<file path="src/hmi_pkg.sv">
// Shared types, constants and the binning function for the histogram
// mutual information block. No dependencies.
package hmi_pkg;

    localparam int MAX_BINS   = 16;
    localparam int BIN_W      = $clog2(MAX_BINS);
    localparam int CELL_W     = 2 * BIN_W;
    localparam int HIST_DEPTH = MAX_BINS * MAX_BINS;
    localparam int CNT_W      = 16;
    localparam int NB_W       = 5;
    localparam int THR_W      = 17;
    localparam int LN_W       = 24;
    localparam int LNK_W      = 20;
    localparam int D_W        = 26;
    localparam int PROD_W     = 43;
    localparam int S_W        = 48;
    localparam int DEN_W      = 20;
    localparam int MI_W       = 19;
    localparam int SQ_STEPS   = 20;
    localparam int THP_W      = MI_W + 16 + 2;

    localparam logic [CNT_W-1:0] MAX_SAMPLES = 16'hFFFF;
    localparam logic [31:0]      LN2_Q32     = 32'd2977044472;
    localparam logic [MI_W-1:0]  MI_MAX      = 19'h7FFFF;

    localparam logic KIND_PAIR   = 1'b0;
    localparam logic KIND_FINISH = 1'b1;

    localparam logic CFG_NUM_BINS = 1'b0;
    localparam logic CFG_THRESH   = 1'b1;

    typedef struct packed {
        logic               kind;
        logic signed [15:0] first_sample;
        logic signed [15:0] second_sample;
    } item_t;

    typedef struct packed {
        logic [MI_W-1:0]  mutual_info;
        logic             corridor_flag;
        logic [CNT_W-1:0] pair_total;
        logic             overflowed;
    } result_t;

    typedef struct packed {
        logic              upd;
        logic [BIN_W-1:0]  row;
        logic [BIN_W-1:0]  col;
        logic [CELL_W-1:0] raddr;
        logic [BIN_W-1:0]  sel;
        logic              clr;
    } hist_ctl_t;

    typedef enum logic [4:0] {
        ST_IDLE,
        ST_PAIR,
        ST_LNT,
        ST_LNT_W,
        ST_LNK,
        ST_LNK_W,
        ST_ROW,
        ST_ROW_W,
        ST_COL,
        ST_COL_W,
        ST_CELL_RD,
        ST_CELL_DAT,
        ST_CELL_W,
        ST_CELL_ACC,
        ST_DIV,
        ST_DIV_W,
        ST_THR,
        ST_FLAG
    } hmi_state_t;

    typedef enum logic [1:0] {
        LN_IDLE,
        LN_SQ,
        LN_FIN
    } ln_state_t;

    function automatic logic [BIN_W-1:0] bin_of(input logic signed [15:0] v,
                                                input logic [NB_W-1:0] k);
        logic signed [16:0] c;
        logic [15:0]        u;
        logic [20:0]        p;
        logic [NB_W-1:0]    b;
        c = {v[15], v};
        if (c < -17'sd16384)
        begin
            c = -17'sd16384;
        end
        if (c > 17'sd16384)
        begin
            c = 17'sd16384;
        end
        u = 16'(c + 17'sd16384);
        p = 21'(u) * 21'(k);
        b = NB_W'(p >> 15);
        if (b >= k)
        begin
            b = k - NB_W'(1);
        end
        return b[BIN_W-1:0];
    endfunction

endpackage

</file>
<file path="src/hmi_ln.sv">
// Iterative natural log unit: log2 by repeated mantissa squaring, then
// scaled by ln 2 to Q20. Depends on hmi_pkg.
module hmi_ln (
    input  logic                  clk,
    input  logic                  rst_n,
    input  logic                  start,
    input  logic [15:0]           x,
    output logic                  done,
    output logic [hmi_pkg::LN_W-1:0] res
);
    import hmi_pkg::*;

    ln_state_t       st_reg, st_next;
    logic [31:0]     m_reg, m_next;
    logic [19:0]     frac_reg, frac_next;
    logic [3:0]      e_reg, e_next;
    logic [4:0]      cnt_reg, cnt_next;
    logic            done_reg, done_next;
    logic [LN_W-1:0] res_reg, res_next;

    logic [3:0]  e_c;
    logic [63:0] sq;
    logic [32:0] sh;
    logic [55:0] fin;

    always_comb
    begin
        e_c = 4'd0;
        for (int b = 0; b < 16; b++)
        begin
            if (x[b])
            begin
                e_c = 4'(b);
            end
        end
        sq  = 64'(m_reg) * 64'(m_reg);
        sh  = 33'(sq >> 31);
        fin = 56'({e_reg, frac_reg}) * 56'(LN2_Q32) + 56'h80000000;

        st_next   = st_reg;
        m_next    = m_reg;
        frac_next = frac_reg;
        e_next    = e_reg;
        cnt_next  = cnt_reg;
        done_next = 1'b0;
        res_next  = res_reg;
        case (st_reg)
            LN_IDLE:
            begin
                if (start)
                begin
                    e_next    = e_c;
                    m_next    = 32'(x) << (5'd31 - {1'b0, e_c});
                    frac_next = '0;
                    cnt_next  = '0;
                    st_next   = LN_SQ;
                end
            end
            LN_SQ:
            begin
                if (sh[32])
                begin
                    m_next    = sh[32:1];
                    frac_next = {frac_reg[18:0], 1'b1};
                end
                else
                begin
                    m_next    = sh[31:0];
                    frac_next = {frac_reg[18:0], 1'b0};
                end
                cnt_next = cnt_reg + 5'd1;
                if (cnt_reg == 5'(SQ_STEPS - 1))
                begin
                    st_next = LN_FIN;
                end
            end
            LN_FIN:
            begin
                res_next  = fin[55:32];
                done_next = 1'b1;
                st_next   = LN_IDLE;
            end
            default:
            begin
                st_next = LN_IDLE;
            end
        endcase
    end

    always_ff @(posedge clk or negedge rst_n)
    begin
        if (!rst_n)
        begin
            st_reg   <= LN_IDLE;
            cnt_reg  <= '0;
            done_reg <= 1'b0;
        end
        else
        begin
            st_reg   <= st_next;
            cnt_reg  <= cnt_next;
            done_reg <= done_next;
        end
    end

    always_ff @(posedge clk)
    begin
        m_reg    <= m_next;
        frac_reg <= frac_next;
        e_reg    <= e_next;
        res_reg  <= res_next;
    end

    assign done = done_reg;
    assign res  = res_reg;
endmodule

</file>
<file path="config.mk">
export PLATFORM = sky130hd
export DESIGN_NAME = hmi_ln
export DESIGN_NICKNAME = d
export VERILOG_FILES = /design/src/hmi_pkg.sv /design/src/hmi_ln.sv
export SDC_FILE = /design/constraint.sdc
export NUM_CORES = 2
export LEC_CHECK = 0
export BUFFER_PORTS_ARGS = -buffer_cell sky130_fd_sc_hd__buf_2
export CORE_UTILIZATION = 40
export CTS_CLUSTER_SIZE = 16
export DETAILED_ROUTE_END_ITERATION = 10
export MAX_ROUTING_LAYER = met4
export PLACE_DENSITY = 0.63
export SLEW_MARGIN = 20
export SYNTH_ARGS = -nofsm -noshare
export SYNTH_HDL_FRONTEND = slang
export SYNTH_SLANG_ARGS = --single-unit
</file>
<file path="constraint.sdc">
create_clock -name clk -period 10.99 [get_ports clk]
set_input_delay 2.198 -clock clk [delete_from_list [all_inputs] [get_ports clk]]
set_output_delay 2.198 -clock clk [all_outputs]
set_load 0.02 [all_outputs]
</file>
==> summary.md <==
| Metric | Value |
|---|---|
| Area growth from synthesis to layout | `5.11%` |
| Gp weighted congestion | `0.944` |
| Min-delay src | `cnt_reg[0]$_DFFE_PN0P_` |
| Layout cells sized above 1 | `0.0348` |
| Num CTS Buffers | `9` |
| Largest net degree at the start of global routing | `55` |
| Endpoint, Worst Hold | `cnt_reg[0]$_DFFE_PN0P_` |
| Commonest cells in the netlist | `inv_1 (1309), fa_1 (1052), ha_1 (535), nand2_1 (384), and2_1 (209)` |
| Core area | `0.109 sq mm` |
| Worst-Skew Late Latency | `390 ps` |
| CP max FO | `30` |
| Crit start category | `register` |
| Post-synth EDFFs | `80` |
| DRC | `0` |
| Vias in the first global route | `33004` |
| Initial antenna violation count | `2` |
| Flop2flop setup slack | `920 ps` |
| Fmax | `99.3 MHz` |
| Root buffer cell | `clkbuf_16` |
| DRT Wirelength | `111 mm` |
| Hold WC Path Type | `reg2reg` |
| Remaining global-route overflow | `0` |
| Final period util | `0.916` |
| Status | `complete, no violations` |
| Pins Over Slew Limit | `0` |
| Max_slew headroom | `0.226` |
| Top-area cell type share of the netlist area | `0.480` |
| Drt via density | `5.01` |
| Die area | `0.111 sq mm` |
| Worst Skew | `12.3 ps` |
| Setup bufs post-CTS | `0` |
| Reg2Reg Depth | `27` |
| # clock sinks | `88` |
| Hpwl dp | `95.3 mm` |
| Max FFs per register | `32` |
| RR Startpoint | `m_reg[6]$_SDFFCE_PN0P_` |
| Die width | `333 microns` |
| Mean Syn Cell Area | `9.68 sq um` |
| Hold buffers post-CTS | `0` |
| CP Data Required Time | `11180 ps` |
| Synthesized netlist cell count | `4531` |
| Worst setup EP type | `register` |
| Final setup TNS | `0 ps` |
| Slowest stage cell, crit path | `edfxtp_1` |
| Setup CP Type | `reg2reg` |
| Post-synthesis sequential area ratio | `0.0594` |
| Die H | `333 microns` |
| Shortest period the worst path allows | `10070 ps` |
| First-pass DRT Iterations | `5` |
| Initial Utilization | `0.403` |
| RSZ-0062 raised after global routing | `no` |
| Mapped cell area | `0.0438 sq mm` |
| Yosys warns | `0` |
| Boundary pin count | `44` |
| Maxcap violations | `0` |
| Layout fillers | `10626` |
| Maximum clock path buffer count | `2` |
| NumNets Final | `6115` |
| Worst path max stage delay | `1020 ps` |
| Hold depth | `1` |
| R2R Path End | `m_reg[7]$_SDFFCE_PN0P_` |
| Final setup fails | `0` |
| Synth area leader | `fa_1` |
| Row Count | `121` |
| Clock tree from TritonCTS | `done` |
| First-pass GRT wire length | `180 mm` |
| Synthesized flop and latch total | `88` |
| CP Data Arrival Time | `10260 ps` |
| DR WL/cell | `18.7 microns` |
| Most Frequent Cell on Critical Path | `fa_1` |
| Hold WS | `544 ps` |
| Hold Fails Final Rpt | `0` |
| Top FF cell, synth | `edfxtp_1` |
| ANT nets after route | `0` |
| Area contributors post-synth | `fa_1 (48%), ha_1 (15%), inv_1 (11%)` |
| Post-CTS sizing | `0` |
| Total track usage | `0.215` |
| Most common cell in the netlist | `inv_1` |
| Ys async rst share | `0.0909` |
| Syn nets | `6137` |
| Vias | `29728` |
| Measured slew at the worst slew-check pin | `1160 ps` |
| Initial DRC count | `1595` |
| H-tree depth | `3` |
| Synth unique cells | `75` |
| Worst-path clk slew | `90 ps` |
| Port bufs | `43` |
[logic make-up (layout without fill, tap and decap cells)]
group / count (synthesis) / in the layout / share of synthesized area
AOI/OAI and AO/OA: 393 / 393 / 0.0580
xor gates and xnor gates: 104 / 104 / 0.0216
adders and majority gates: 1587 / 1587 / 0.633
buffers and inverters: 1444 / 1427 / 0.124
DFF: 88 / 88 / 0.0594
muxes: 28 / 28 / 0.00665
other: 0 / 2 / 0
and+or+nand+nor: 887 / 887 / 0.0974
[how the worst max path moves through the flow]
stage | to | cells after the start | from
2_1_floorplan | m_reg[25]$_DFFE_PP_ | 30 | m_reg[13]$_SDFFCE_PN0P_
3_3_place_gp | m_reg[7]$_SDFFCE_PN0P_ | 30 | m_reg[3]$_SDFFCE_PN0P_
3_5_place_dp | m_reg[7]$_SDFFCE_PN0P_ | 26 | m_reg[15]$_SDFFCE_PN0P_
4_1_cts | m_reg[7]$_SDFFCE_PN0P_ | 26 | m_reg[15]$_SDFFCE_PN0P_
5_1_grt | m_reg[7]$_SDFFCE_PN0P_ | 27 | m_reg[6]$_SDFFCE_PN0P_
6_report | m_reg[7]$_SDFFCE_PN0P_ | 27 | m_reg[6]$_SDFFCE_PN0P_
[worst max-delay path, delay by kind of cell, from the launching register on]
kind	cells	cell delay, ps
fa+ha+maj	9	4410
buf+inv	6	990
mux	1	370
xor+xnor	1	170
simple gates	4	690
compound gates	6	2200
flops	1	1020
[stage by stage]
stage	util	std cells	cell area, sq um	setup WS, ps
floorplan	-	4531	43800	2840
global placement	0.421	5910	45800	1340
detailed placement	0.421	5912	45800	1150
CTS	0.424	5928	46100	1110
global route	0.424	5930	46100	609
finish	0.424	5930	46100	924
[layout make-up]
class,instances,area (sq um),area share
Inverter,1313,4930,0.107
Clock inverter,7,73.8,0.00160
Timing Repair Buffer,98,643,0.0140
Sequential cell,88,2600,0.0565
Multi-Input combinational cell,2999,35800,0.778
Tap cell,1414,1770,0.0384
Clock buffer,9,225,0.00489
Antenna cell,2,5.00,0.000109
[layer usage]
layer / routed length [microns] / global-route usage
met3: 7360 / 0.0391
met1: 47300 / 0.278
met5: 0 / -
met2: 52800 / 0.347
met4: 3290 / 0.0610
[placed cells by master, fill, tap and decap left out, types with 11 or more instances in the layout]
cell,count
a211oi_1,15
a21o_1,57
a21oi_1,125
a31oi_1,11
and2_1,209
and3_1,19
buf_2,43
buf_4,53
edfxtp_1,80
fa_1,1052
ha_1,535
inv_1,1309
mux2i_1,19
nand2_1,383
nand2b_1,13
nand3_1,38
nand4_1,23
nor2_1,121
nor2b_1,19
nor3_1,25
o211ai_1,15
o21ai_0,72
o21bai_1,16
xnor2_1,57
xor2_1,43
Power is left out: the tool's default activity adds up to more than one toggle a clock period on the data nets, which glitch-free logic cannot reach.
