==> src/hmi_pkg.sv <==
// Shared types, constants and the binning function for the histogram
// mutual information block. No dependencies.
package hmi_pkg;

    localparam int MAX_BINS   = 16;
    localparam int BIN_W      = $clog2(MAX_BINS);
    localparam int CELL_W     = 2 * BIN_W;
    localparam int HIST_DEPTH = MAX_BINS * MAX_BINS;
    localparam int CNT_W      = 16;
    localparam int NB_W       = 5;
    localparam int THR_W      = 17;
    localparam int LN_W       = 24;
    localparam int LNK_W      = 20;
    localparam int D_W        = 26;
    localparam int PROD_W     = 43;
    localparam int S_W        = 48;
    localparam int DEN_W      = 20;
    localparam int MI_W       = 19;
    localparam int SQ_STEPS   = 20;
    localparam int THP_W      = MI_W + 16 + 2;

    localparam logic [CNT_W-1:0] MAX_SAMPLES = 16'hFFFF;
    localparam logic [31:0]      LN2_Q32     = 32'd2977044472;
    localparam logic [MI_W-1:0]  MI_MAX      = 19'h7FFFF;

    localparam logic KIND_PAIR   = 1'b0;
    localparam logic KIND_FINISH = 1'b1;

    localparam logic CFG_NUM_BINS = 1'b0;
    localparam logic CFG_THRESH   = 1'b1;

    typedef struct packed {
        logic               kind;
        logic signed [15:0] first_sample;
        logic signed [15:0] second_sample;
    } item_t;

    typedef struct packed {
        logic [MI_W-1:0]  mutual_info;
        logic             corridor_flag;
        logic [CNT_W-1:0] pair_total;
        logic             overflowed;
    } result_t;

    typedef struct packed {
        logic              upd;
        logic [BIN_W-1:0]  row;
        logic [BIN_W-1:0]  col;
        logic [CELL_W-1:0] raddr;
        logic [BIN_W-1:0]  sel;
        logic              clr;
    } hist_ctl_t;

    typedef enum logic [4:0] {
        ST_IDLE,
        ST_PAIR,
        ST_LNT,
        ST_LNT_W,
        ST_LNK,
        ST_LNK_W,
        ST_ROW,
        ST_ROW_W,
        ST_COL,
        ST_COL_W,
        ST_CELL_RD,
        ST_CELL_DAT,
        ST_CELL_W,
        ST_CELL_ACC,
        ST_DIV,
        ST_DIV_W,
        ST_THR,
        ST_FLAG
    } hmi_state_t;

    typedef enum logic [1:0] {
        LN_IDLE,
        LN_SQ,
        LN_FIN
    } ln_state_t;

    function automatic logic [BIN_W-1:0] bin_of(input logic signed [15:0] v,
                                                input logic [NB_W-1:0] k);
        logic signed [16:0] c;
        logic [15:0]        u;
        logic [20:0]        p;
        logic [NB_W-1:0]    b;
        c = {v[15], v};
        if (c < -17'sd16384)
        begin
            c = -17'sd16384;
        end
        if (c > 17'sd16384)
        begin
            c = 17'sd16384;
        end
        u = 16'(c + 17'sd16384);
        p = 21'(u) * 21'(k);
        b = NB_W'(p >> 15);
        if (b >= k)
        begin
            b = k - NB_W'(1);
        end
        return b[BIN_W-1:0];
    endfunction

endpackage

==> src/hmi_div.sv <==
// Restoring divider, one quotient bit per cycle, for the final MI scaling.
// Depends on hmi_pkg.
module hmi_div (
    input  logic                      clk,
    input  logic                      rst_n,
    input  logic                      start,
    input  logic [hmi_pkg::S_W-1:0]   num,
    input  logic [hmi_pkg::DEN_W-1:0] den,
    output logic                      done,
    output logic [hmi_pkg::S_W-1:0]   quo
);
    import hmi_pkg::*;

    logic             busy_reg, busy_next;
    logic             done_reg, done_next;
    logic [5:0]       cnt_reg, cnt_next;
    logic [S_W-1:0]   q_reg, q_next;
    logic [DEN_W-1:0] rem_reg, rem_next;
    logic [DEN_W-1:0] den_reg, den_next;
    logic [DEN_W:0]   trial;

    always_comb
    begin
        busy_next = busy_reg;
        done_next = 1'b0;
        cnt_next  = cnt_reg;
        q_next    = q_reg;
        rem_next  = rem_reg;
        den_next  = den_reg;
        trial     = {rem_reg, q_reg[S_W-1]};
        if (!busy_reg)
        begin
            if (start)
            begin
                busy_next = 1'b1;
                cnt_next  = '0;
                q_next    = num;
                rem_next  = '0;
                den_next  = den;
            end
        end
        else
        begin
            if (trial >= {1'b0, den_reg})
            begin
                rem_next = DEN_W'(trial - {1'b0, den_reg});
                q_next   = {q_reg[S_W-2:0], 1'b1};
            end
            else
            begin
                rem_next = trial[DEN_W-1:0];
                q_next   = {q_reg[S_W-2:0], 1'b0};
            end
            cnt_next = cnt_reg + 6'd1;
            if (cnt_reg == 6'(S_W - 1))
            begin
                busy_next = 1'b0;
                done_next = 1'b1;
            end
        end
    end

    always_ff @(posedge clk or negedge rst_n)
    begin
        if (!rst_n)
        begin
            busy_reg <= 1'b0;
            done_reg <= 1'b0;
            cnt_reg  <= '0;
        end
        else
        begin
            busy_reg <= busy_next;
            done_reg <= done_next;
            cnt_reg  <= cnt_next;
        end
    end

    always_ff @(posedge clk)
    begin
        q_reg   <= q_next;
        rem_reg <= rem_next;
        den_reg <= den_next;
    end

    assign done = done_reg;
    assign quo  = q_reg;
endmodule

==> config.mk <==
export PLATFORM = sky130hd
export DESIGN_NAME = hmi_div
export DESIGN_NICKNAME = d
export VERILOG_FILES = /design/src/hmi_pkg.sv /design/src/hmi_div.sv
export SDC_FILE = /design/constraint.sdc
export NUM_CORES = 1
export LEC_CHECK = 0
export BUFFER_PORTS_ARGS = -buffer_cell sky130_fd_sc_hd__buf_2
export CAP_MARGIN = 25
export CORE_MARGIN = 1
export CORE_UTILIZATION = 54
export DETAILED_ROUTE_END_ITERATION = 10
export PLACE_DENSITY = 0.8
export SETUP_SLACK_MARGIN = 0.5
export SLEW_MARGIN = 10
export SYNTH_ARGS = -nofsm -noshare
export SYNTH_HDL_FRONTEND = slang
export SYNTH_SLANG_ARGS = --single-unit
export TNS_END_PERCENT = 5
==> constraint.sdc <==
create_clock -name clk -period 3.4 [get_ports clk]
set_input_delay 0.17 -clock clk [delete_from_list [all_inputs] [get_ports clk]]
set_output_delay 0.17 -clock clk [all_outputs]
set_load 0.005 [all_outputs]
==> results.sh, run 1 <==
export IMPL_regToRegStartpoint="rem_reg[13]"
export IMPL_power_density_nw_per_um2=902
export IMPL_ys_seq_area_share_pct=54.6
export IMPL_clk_latency_ps=370
export IMPL_area_delta_synth_final_pct=20.7
export IMPL_cts_root_buffer="clkbuf_8"
export IMPL_finalCritPeriodShare_pct=82.3
export IMPL_drc=0
export IMPL_path_cells="ha_1, a21oi_1, o21ai_0, and2_1, nor3_1, o21ai_2, o21ai_4, o32ai_1"
export IMPL_grt_antenna_before_repair=0
export IMPL_slew_headroom_pct=40.2
export IMPL_synth_area_leaders="edfxtp_1 (51%), mux2_2 (10%), ha_1 (5.0%)"
export IMPL_leakagePower_nw=2.61
export IMPL_fmax_ghz=0.357
export IMPL_dr_pass1_iters=5
export IMPL_cts_sinks=96
export IMPL_startpoint="rem_reg[13]"
export IMPL_antenna_left=0
export IMPL_status="finished, final reports clean"
export IMPL_avgSynthCellArea_sq_um=12.3
export IMPL_crit_path_max_fanout=16
export IMPL_largest_register_ffs=48
export IMPL_synth_top_area_cell="edfxtp_1"
export IMPL_whs_ps=46.9
export IMPL_initial_core_util_pct=56.1
export IMPL_final_setup_viol_count=0
export IMPL_synth_area_sq_um=5210
export IMPL_yosys_area_share_adder_pct=5.43
export IMPL_max_cap_violations=0
export IMPL_critPathLaunchType="register"
export IMPL_yosysWarnings=0
export IMPL_r2r_end="rem_reg[18]"
export IMPL_cts_buffer_depth=2
export IMPL_synth_mux_area_share_pct=10.2
export IMPL_yosys_area_share_simple_pct=8.94
export IMPL_report_final_hold_viol_count=0
export IMPL_crit_type="reg -> reg"
export IMPL_dpl_hpwl_mm=8.21
export IMPL_dieWidth_microns=100
export IMPL_skew_ps=12.6
export IMPL_ios=120
export IMPL_gp_congestion=0.939
export IMPL_finalCriticalPeriod_ps=2800
export IMPL_ys_ff_latch=96
export IMPL_cpMaxStageDelayCell="o21ai_2"
export IMPL_ys_types=67
export IMPL_worst_slew_pin_slew_ps=898
export IMPL_grt_pass1_vias=3970
export IMPL_slew_violations=0
export IMPL_ir_drop_v=0.000519
export IMPL_grt_usage_pct=24.6
export IMPL_core_area_sq_um=9280
export IMPL_die_h_microns=100
export IMPL_timing_final_ws_setup_ps=602
export IMPL_drt_iter0_markers=302
export IMPL_rrSetupSlack_ps=600
export IMPL_hp_class="in -> reg"
export IMPL_rsz0062_at_grt="yes"
export IMPL_stdcell_count=694
export IMPL_synth_edf_count=88
export IMPL_endpoint="rem_reg[18]"
export IMPL_clkTransAtPathRegs_ps=110
export IMPL_async_flop_share_pct=8.33
export IMPL_wl_per_cell_microns=17.2
export IMPL_critical_path_max_stage_delay_ps=630
export IMPL_design_die_area_sq_um=10000
export IMPL_crit_required_ps=3590
export IMPL_layout_nets=653
export IMPL_cts_tree="built"
export IMPL_diodes=0
export IMPL_gr_total_overflow=0
export IMPL_fp_row_count=35
export IMPL_grt_pass1_wl_mm=19.0
export IMPL_via_per_inst=5.64
export IMPL_synth_top_family_by_area="compound AO/OA/AOI/OAI gates"
export IMPL_drive_gt1_share_pct=37.0
export IMPL_pre_cts_slack_ps=629
export IMPL_wirelength_mm=11.9
export IMPL_dp_cells=656
export IMPL_synth_compound_area_share_pct=14.2
export IMPL_htreeDepth=3
export IMPL_via_count=3916
export IMPL_grt_max_degree=69
export IMPL_portBuffers=119
export IMPL_netlist_instances=423
export IMPL_synth_xor_area_share_pct=2.19
export IMPL_worstSetupEndpointType="register"
export IMPL_cts_buffers=9
export IMPL_num_fill_cells=741
export IMPL_synth_ff_type="edfxtp_1"
export IMPL_worstPathArrival_ps=2980
export IMPL_tns_ps=0
export IMPL_synth_net_count=516
export IMPL_rr_worst_depth=8
export IMPL_yosysTopAreaCellShare_pct=50.7
per-stage QoR:
step                util [%]  power (mW)  cell area, sq um
floorplan                  -        4.11              5210
global placement        63.3        4.78              5870
detailed placement      63.3        4.87              5870
CTS                     67.5        5.63              6270
global route            67.7        6.04              6280
finish                  67.7        5.67              6280
critical path: cells and delay by family (launching register included):
kind	cells	cell delay [ps]
compound gates	5	1470
fa+ha+maj	1	460
flops	1	410
simple gates	2	280
layout by cell type (no fill, tap or decap), types with 6 or more instances in the layout:
cell type and count:
a21oi_1 30, buf_2 119, clkbuf_8 9, dfrtp_1 7, dlygate4sd3_1 21, edfxtp_1 88
ha_1 21, inv_1 29, mux2_2 47, nand2_1 21, nand3_1 19, nor2_1 14
nor3_1 7, o211ai_1 6, o21ai_0 25, xnor2_1 9
power breakdown:
part	internal, mW	leakage [nW]	switching [mW]
Clock	0.282	0.0957	0.453
Combinational	1.25	1.52	1.42
Sequential	1.98	0.992	0.283
Total	3.52	2.61	2.15
repair_timing:
action / 4_1_cts / 5_1_grt
endpoints found under the hold margin: 28 / 0
setup endpoints to repair: 0 / 9
buffers inserted: 0 / 1
resized for setup: 0 / 1
hold buffers: 21 / 0
kinds of logic (layout without fill, tap and decap cells):
family,after synthesis,after routing
adder cells (fa/ha/maj),22,22
XOR/XNOR,13,13
multiplexers,47,47
flip-flops,96,96
AO/OA/AOI/OAI,110,110
AND/OR/NAND/NOR,86,86
buffers and inverters,49,191
layout make-up:
cell class	instances	area (sq um)	share of cell area (%)
tap	129	161	2.57
inverter	30	113	1.79
clock buffer	9	124	1.97
sequential	96	2840	45.3
clock inverter	7	61.3	0.976
timing repair buffer	145	843	13.4
multi-input combinational	278	2140	34.0
synth_stat cells (3+ instances only):
library cell  count
edfxtp_1         88
mux2_2           47
a21oi_1          30
inv_1            30
o21ai_0          25
ha_1             21
nand2_1          21
nand3_1          19
nor2_1           14
xnor2_1           9
dfrtp_1           8
nor3_1            7
o211ai_1          6
a21o_1            5
buf_1             5
o21a_1            5
o21ai_1           5
o22ai_1           5
buf_2             4
xor2_1            4
a211oi_1          3
and3_1            3
buf_6             3
nand4_1           3
layer usage:
metal  global-route usage [%]  routed length, microns  vias to the layer above
met3                     8.36                    1110                       25
met5                        0                       0                        -
met4                     8.47                     250                        0
met1                     31.7                    5080                     1814
met2                     38.8                    5500                      205
li1                         -                       -                     1872
worst min-delay path by stage:
stage | startpoint | endpoint | depth (start not counted)
detailed placement | rst_n | done | 1
global placement | rst_n | done | 1
global route | start | cnt_reg[1] | 2
CTS | start | cnt_reg[1] | 2
finish | start | cnt_reg[1] | 2
floorplan | rst_n | busy_reg | 0
No activity file was read; power rests on OpenSTA's default activity.
==> run 2, diff against run 1 <==
--- a/config.mk
+++ b/config.mk
@@ -5,12 +5,13 @@
 export SDC_FILE = /design/constraint.sdc
 export NUM_CORES = 1
 export LEC_CHECK = 0
+export ABC_AREA = 1
 export BUFFER_PORTS_ARGS = -buffer_cell sky130_fd_sc_hd__buf_2
 export CAP_MARGIN = 25
 export CORE_MARGIN = 1
-export CORE_UTILIZATION = 54
+export CORE_UTILIZATION = 55
 export DETAILED_ROUTE_END_ITERATION = 10
-export PLACE_DENSITY = 0.8
+export PLACE_DENSITY = 0.81
 export SETUP_SLACK_MARGIN = 0.5
 export SLEW_MARGIN = 10
 export SYNTH_ARGS = -nofsm -noshare
==> constraint.sdc (replaced) <==
create_clock -name clk -period 2.9 [get_ports clk]
set_input_delay 0.145 -clock clk [delete_from_list [all_inputs] [get_ports clk]]
set_output_delay 0.145 -clock clk [all_outputs]
set_load 0.005 [all_outputs]
==> results.sh, run 2 <==
export IMPL_crit_path_frequent_cell="nor2_1"
export IMPL_yosysTopAreaCellShare_pct=48.3
export IMPL_layout_nets=877
export IMPL_ys_types=36
export IMPL_final_common_cell="nand2_1"
export IMPL_crit_path_max_fanout=19
export IMPL_min_delay_start="num[25]"
export IMPL_slew_violations=0
export IMPL_whs_ps=29.8
export IMPL_fp_row_count=36
export IMPL_netlist_instances=645
export IMPL_fmax_ghz=0.441
export IMPL_ios=120
export IMPL_area_delta_synth_final_pct=21.1
export IMPL_crit_family="simple AND/OR/NAND/NOR gates"
export IMPL_via_per_inst=5.11
export IMPL_synth_edf_count=88
export IMPL_leakagePower_nw=3.36
export IMPL_regToRegStartpoint="rem_reg[17]"
export IMPL_gr_total_overflow=0
export IMPL_yosysMostFrequentCell="nand2_1"
export IMPL_rsz0062_at_grt="no"
export IMPL_via_count=4710
export IMPL_grtUsageMet2_pct=40.1
export IMPL_busiest_layer="met2"
export IMPL_ys_ff_latch=96
export IMPL_postCtsResizedCells=0
export IMPL_cts_tree="built"
export IMPL_initial_core_util_pct=56.3
export IMPL_tns_ps=0
export IMPL_synth_top_area_cell="edfxtp_1"
export IMPL_finalCritPeriodShare_pct=78.1
export IMPL_finalCriticalPeriod_ps=2270
export IMPL_worstSetupEndpointType="register"
export IMPL_critical_path_max_stage_delay_ps=400
export IMPL_wirelength_mm=12.4
export IMPL_dp_cells=885
export IMPL_yosysWarnings=0
export IMPL_grt_pass1_wl_mm=19.9
export IMPL_cts_sinks=96
export IMPL_largest_register_ffs=48
export IMPL_slew_headroom_pct=44.0
export IMPL_path_cells="ha_1, a21oi_1, o21a_1, nand2_2, nor2_8, nand2_8, inv_6, nor2_1, nor2_1"
export IMPL_skew_ps=11.3
export IMPL_report_final_hold_viol_count=0
export IMPL_mostFrequentLayoutCells="nand2_1 (264), buf_2 (119), edfxtp_1 (88)"
export IMPL_startpoint="rem_reg[17]"
export IMPL_dpl_hpwl_mm=8.87
export IMPL_power_density_nw_per_um2=1100
export IMPL_clk_latency_ps=370
export IMPL_place_area_sq_um=6180
export IMPL_drc=0
export IMPL_grt_usage_pct=25.2
export IMPL_status="finished, final reports clean"
export IMPL_final_setup_viol_count=0
export IMPL_antenna_left=0
export IMPL_avgSynthCellArea_sq_um=8.49
export IMPL_wl_per_cell_microns=13.5
export IMPL_dieWidth_microns=102
export IMPL_synth_area_leaders="edfxtp_1 (48%), nand2_1 (18%), ha_1 (4.8%)"
export IMPL_gp_congestion=0.937
export IMPL_grtUsageMet3_pct=5.52
export IMPL_timing_critical_path_buf_inv=1
export IMPL_cpMaxStageDelayCell="edfxtp_1"
export IMPL_drive_gt1_share_pct=22.6
export IMPL_drt_iter0_markers=267
export IMPL_cts_root_buffer="clkbuf_8"
export IMPL_hp_class="in -> reg"
export IMPL_crit_type="reg -> reg"
export IMPL_clkTransAtPathRegs_ps=100
export IMPL_worst_slew_pin_slew_ps=840
export IMPL_htreeDepth=3
export IMPL_met1_usage_pct=33.1
export IMPL_fin_area_sq_um=6630
export IMPL_critPathLaunchType="register"
export IMPL_worstPathArrival_ps=2490
export IMPL_ir_drop_v=0.000563
export IMPL_die_h_microns=102
export IMPL_grt_antenna_before_repair=0
export IMPL_portBuffers=119
export IMPL_synth_ff_type="edfxtp_1"
export IMPL_synth_net_count=738
export IMPL_cts_buffers=9
export IMPL_stdcell_count=922
export IMPL_design_die_area_sq_um=10400
export IMPL_synth_area_sq_um=5480
export IMPL_diodes=0
export IMPL_grt_pass1_vias=4439
export IMPL_max_cap_violations=0
export IMPL_cts_buffer_depth=2
export IMPL_ys_top_cells_by_count="nand2_1 (264), edfxtp_1 (88), nor2_1 (65)"
export IMPL_dr_pass1_iters=7
export IMPL_grt_max_degree=51
export IMPL_ys_seq_area_share_pct=51.9
export IMPL_p_total_mw=7.27
export IMPL_async_flop_share_pct=8.33
export IMPL_crit_required_ps=3120
export IMPL_core_area_sq_um=9730
## run 2: changes by cell type in the layout (fill, tap and decap cells not counted), moves of 6 or more
cell      before  now
nor2_2         0   10
nor2_1        14   65
nor3_1         7    1
a21oi_1       30   14
inv_1         29   63
mux2_2        47    0
o211ai_1       6    0
nand2_1       21  264
o21ai_0       25    8
xnor2_1        9    2
inv_2          1   11
nand3b_1       1   16
## run 2: final cells by class
class	instances	area, sq um
Clock buffer	10	128
Clock inverter	6	113
Fill cell	808	3100
Inverter	78	302
Multi-Input combinational cell	455	2240
Sequential cell	96	2840
Tap cell	133	166
Timing Repair Buffer	144	836
## run 2: worst paths after layout
| path | endpoint | slack (ps) | cells after the start |
|---|---|---|---|
| worst max-delay path | rem_reg[15] | 630 | 9 |
| min in group asynchronous | cnt_reg[4] | 150 | 2 |
| worst min register to register | cnt_reg[5] | 500 | 1 |
| max in group asynchronous | busy_reg | 2570 | 2 |
| worst max register to register | rem_reg[15] | 630 | 9 |
| worst min-delay path | quo[25] | 30 | 3 |
## run 2: per-layer routing
layer,share of wire (%),vias to the layer above
met2,48,169
met1,44,2195
li1,-,2322
met5,0,-
met3,6.3,24
met4,2.1,0
## run 2: power by group
| part | total, mW | switching (mW) | internal, mW | leakage (nW) |
|---|---|---|---|---|
| logic | 3.49 | 2.11 | 1.38 | 2.24 |
| clock network | 1.07 | 0.489 | 0.578 | 0.121 |
| registers | 2.71 | 0.351 | 2.36 | 0.996 |
| total | 7.27 | 2.95 | 4.32 | 3.36 |
## run 2: through the flow
stage / util (%) / setup slack, ps
floorplan: - / 620
global placement: 63.5 / 667
detailed placement: 63.5 / 682
CTS: 68.2 / 673
global route: 68.2 / 501
finish: 68.2 / 635
## run 2: cells by family (layout without fill, tap and decap cells)
logic type / count (synthesis) / count (layout) / synth area share (%)
flip-flops: 96 / 96 / 51.9
AO/OA/AOI/OAI: 29 / 29 / 3.15
buffers and inverters: 94 / 238 / 7.11
adder cells (fa/ha/maj): 22 / 22 / 5.16
AND/OR/NAND/NOR: 395 / 395 / 31.2
XOR/XNOR: 9 / 9 / 1.44
## run 2: worst register-to-register path, delay by kind of cell (launching register included)
family	cells	cell delay (ps)
AND/OR/NAND/NOR	5	710
AO/OA/AOI/OAI	2	440
flip-flops	1	400
adder cells (fa/ha/maj)	1	380
buffers and inverters	1	190
## run 2: what timing repair did
item	4_1_cts	5_1_grt
buffers inserted	0	0
hold buffers	21	0
hold endpoints to repair	28	0
endpoints found under the setup margin	0	0
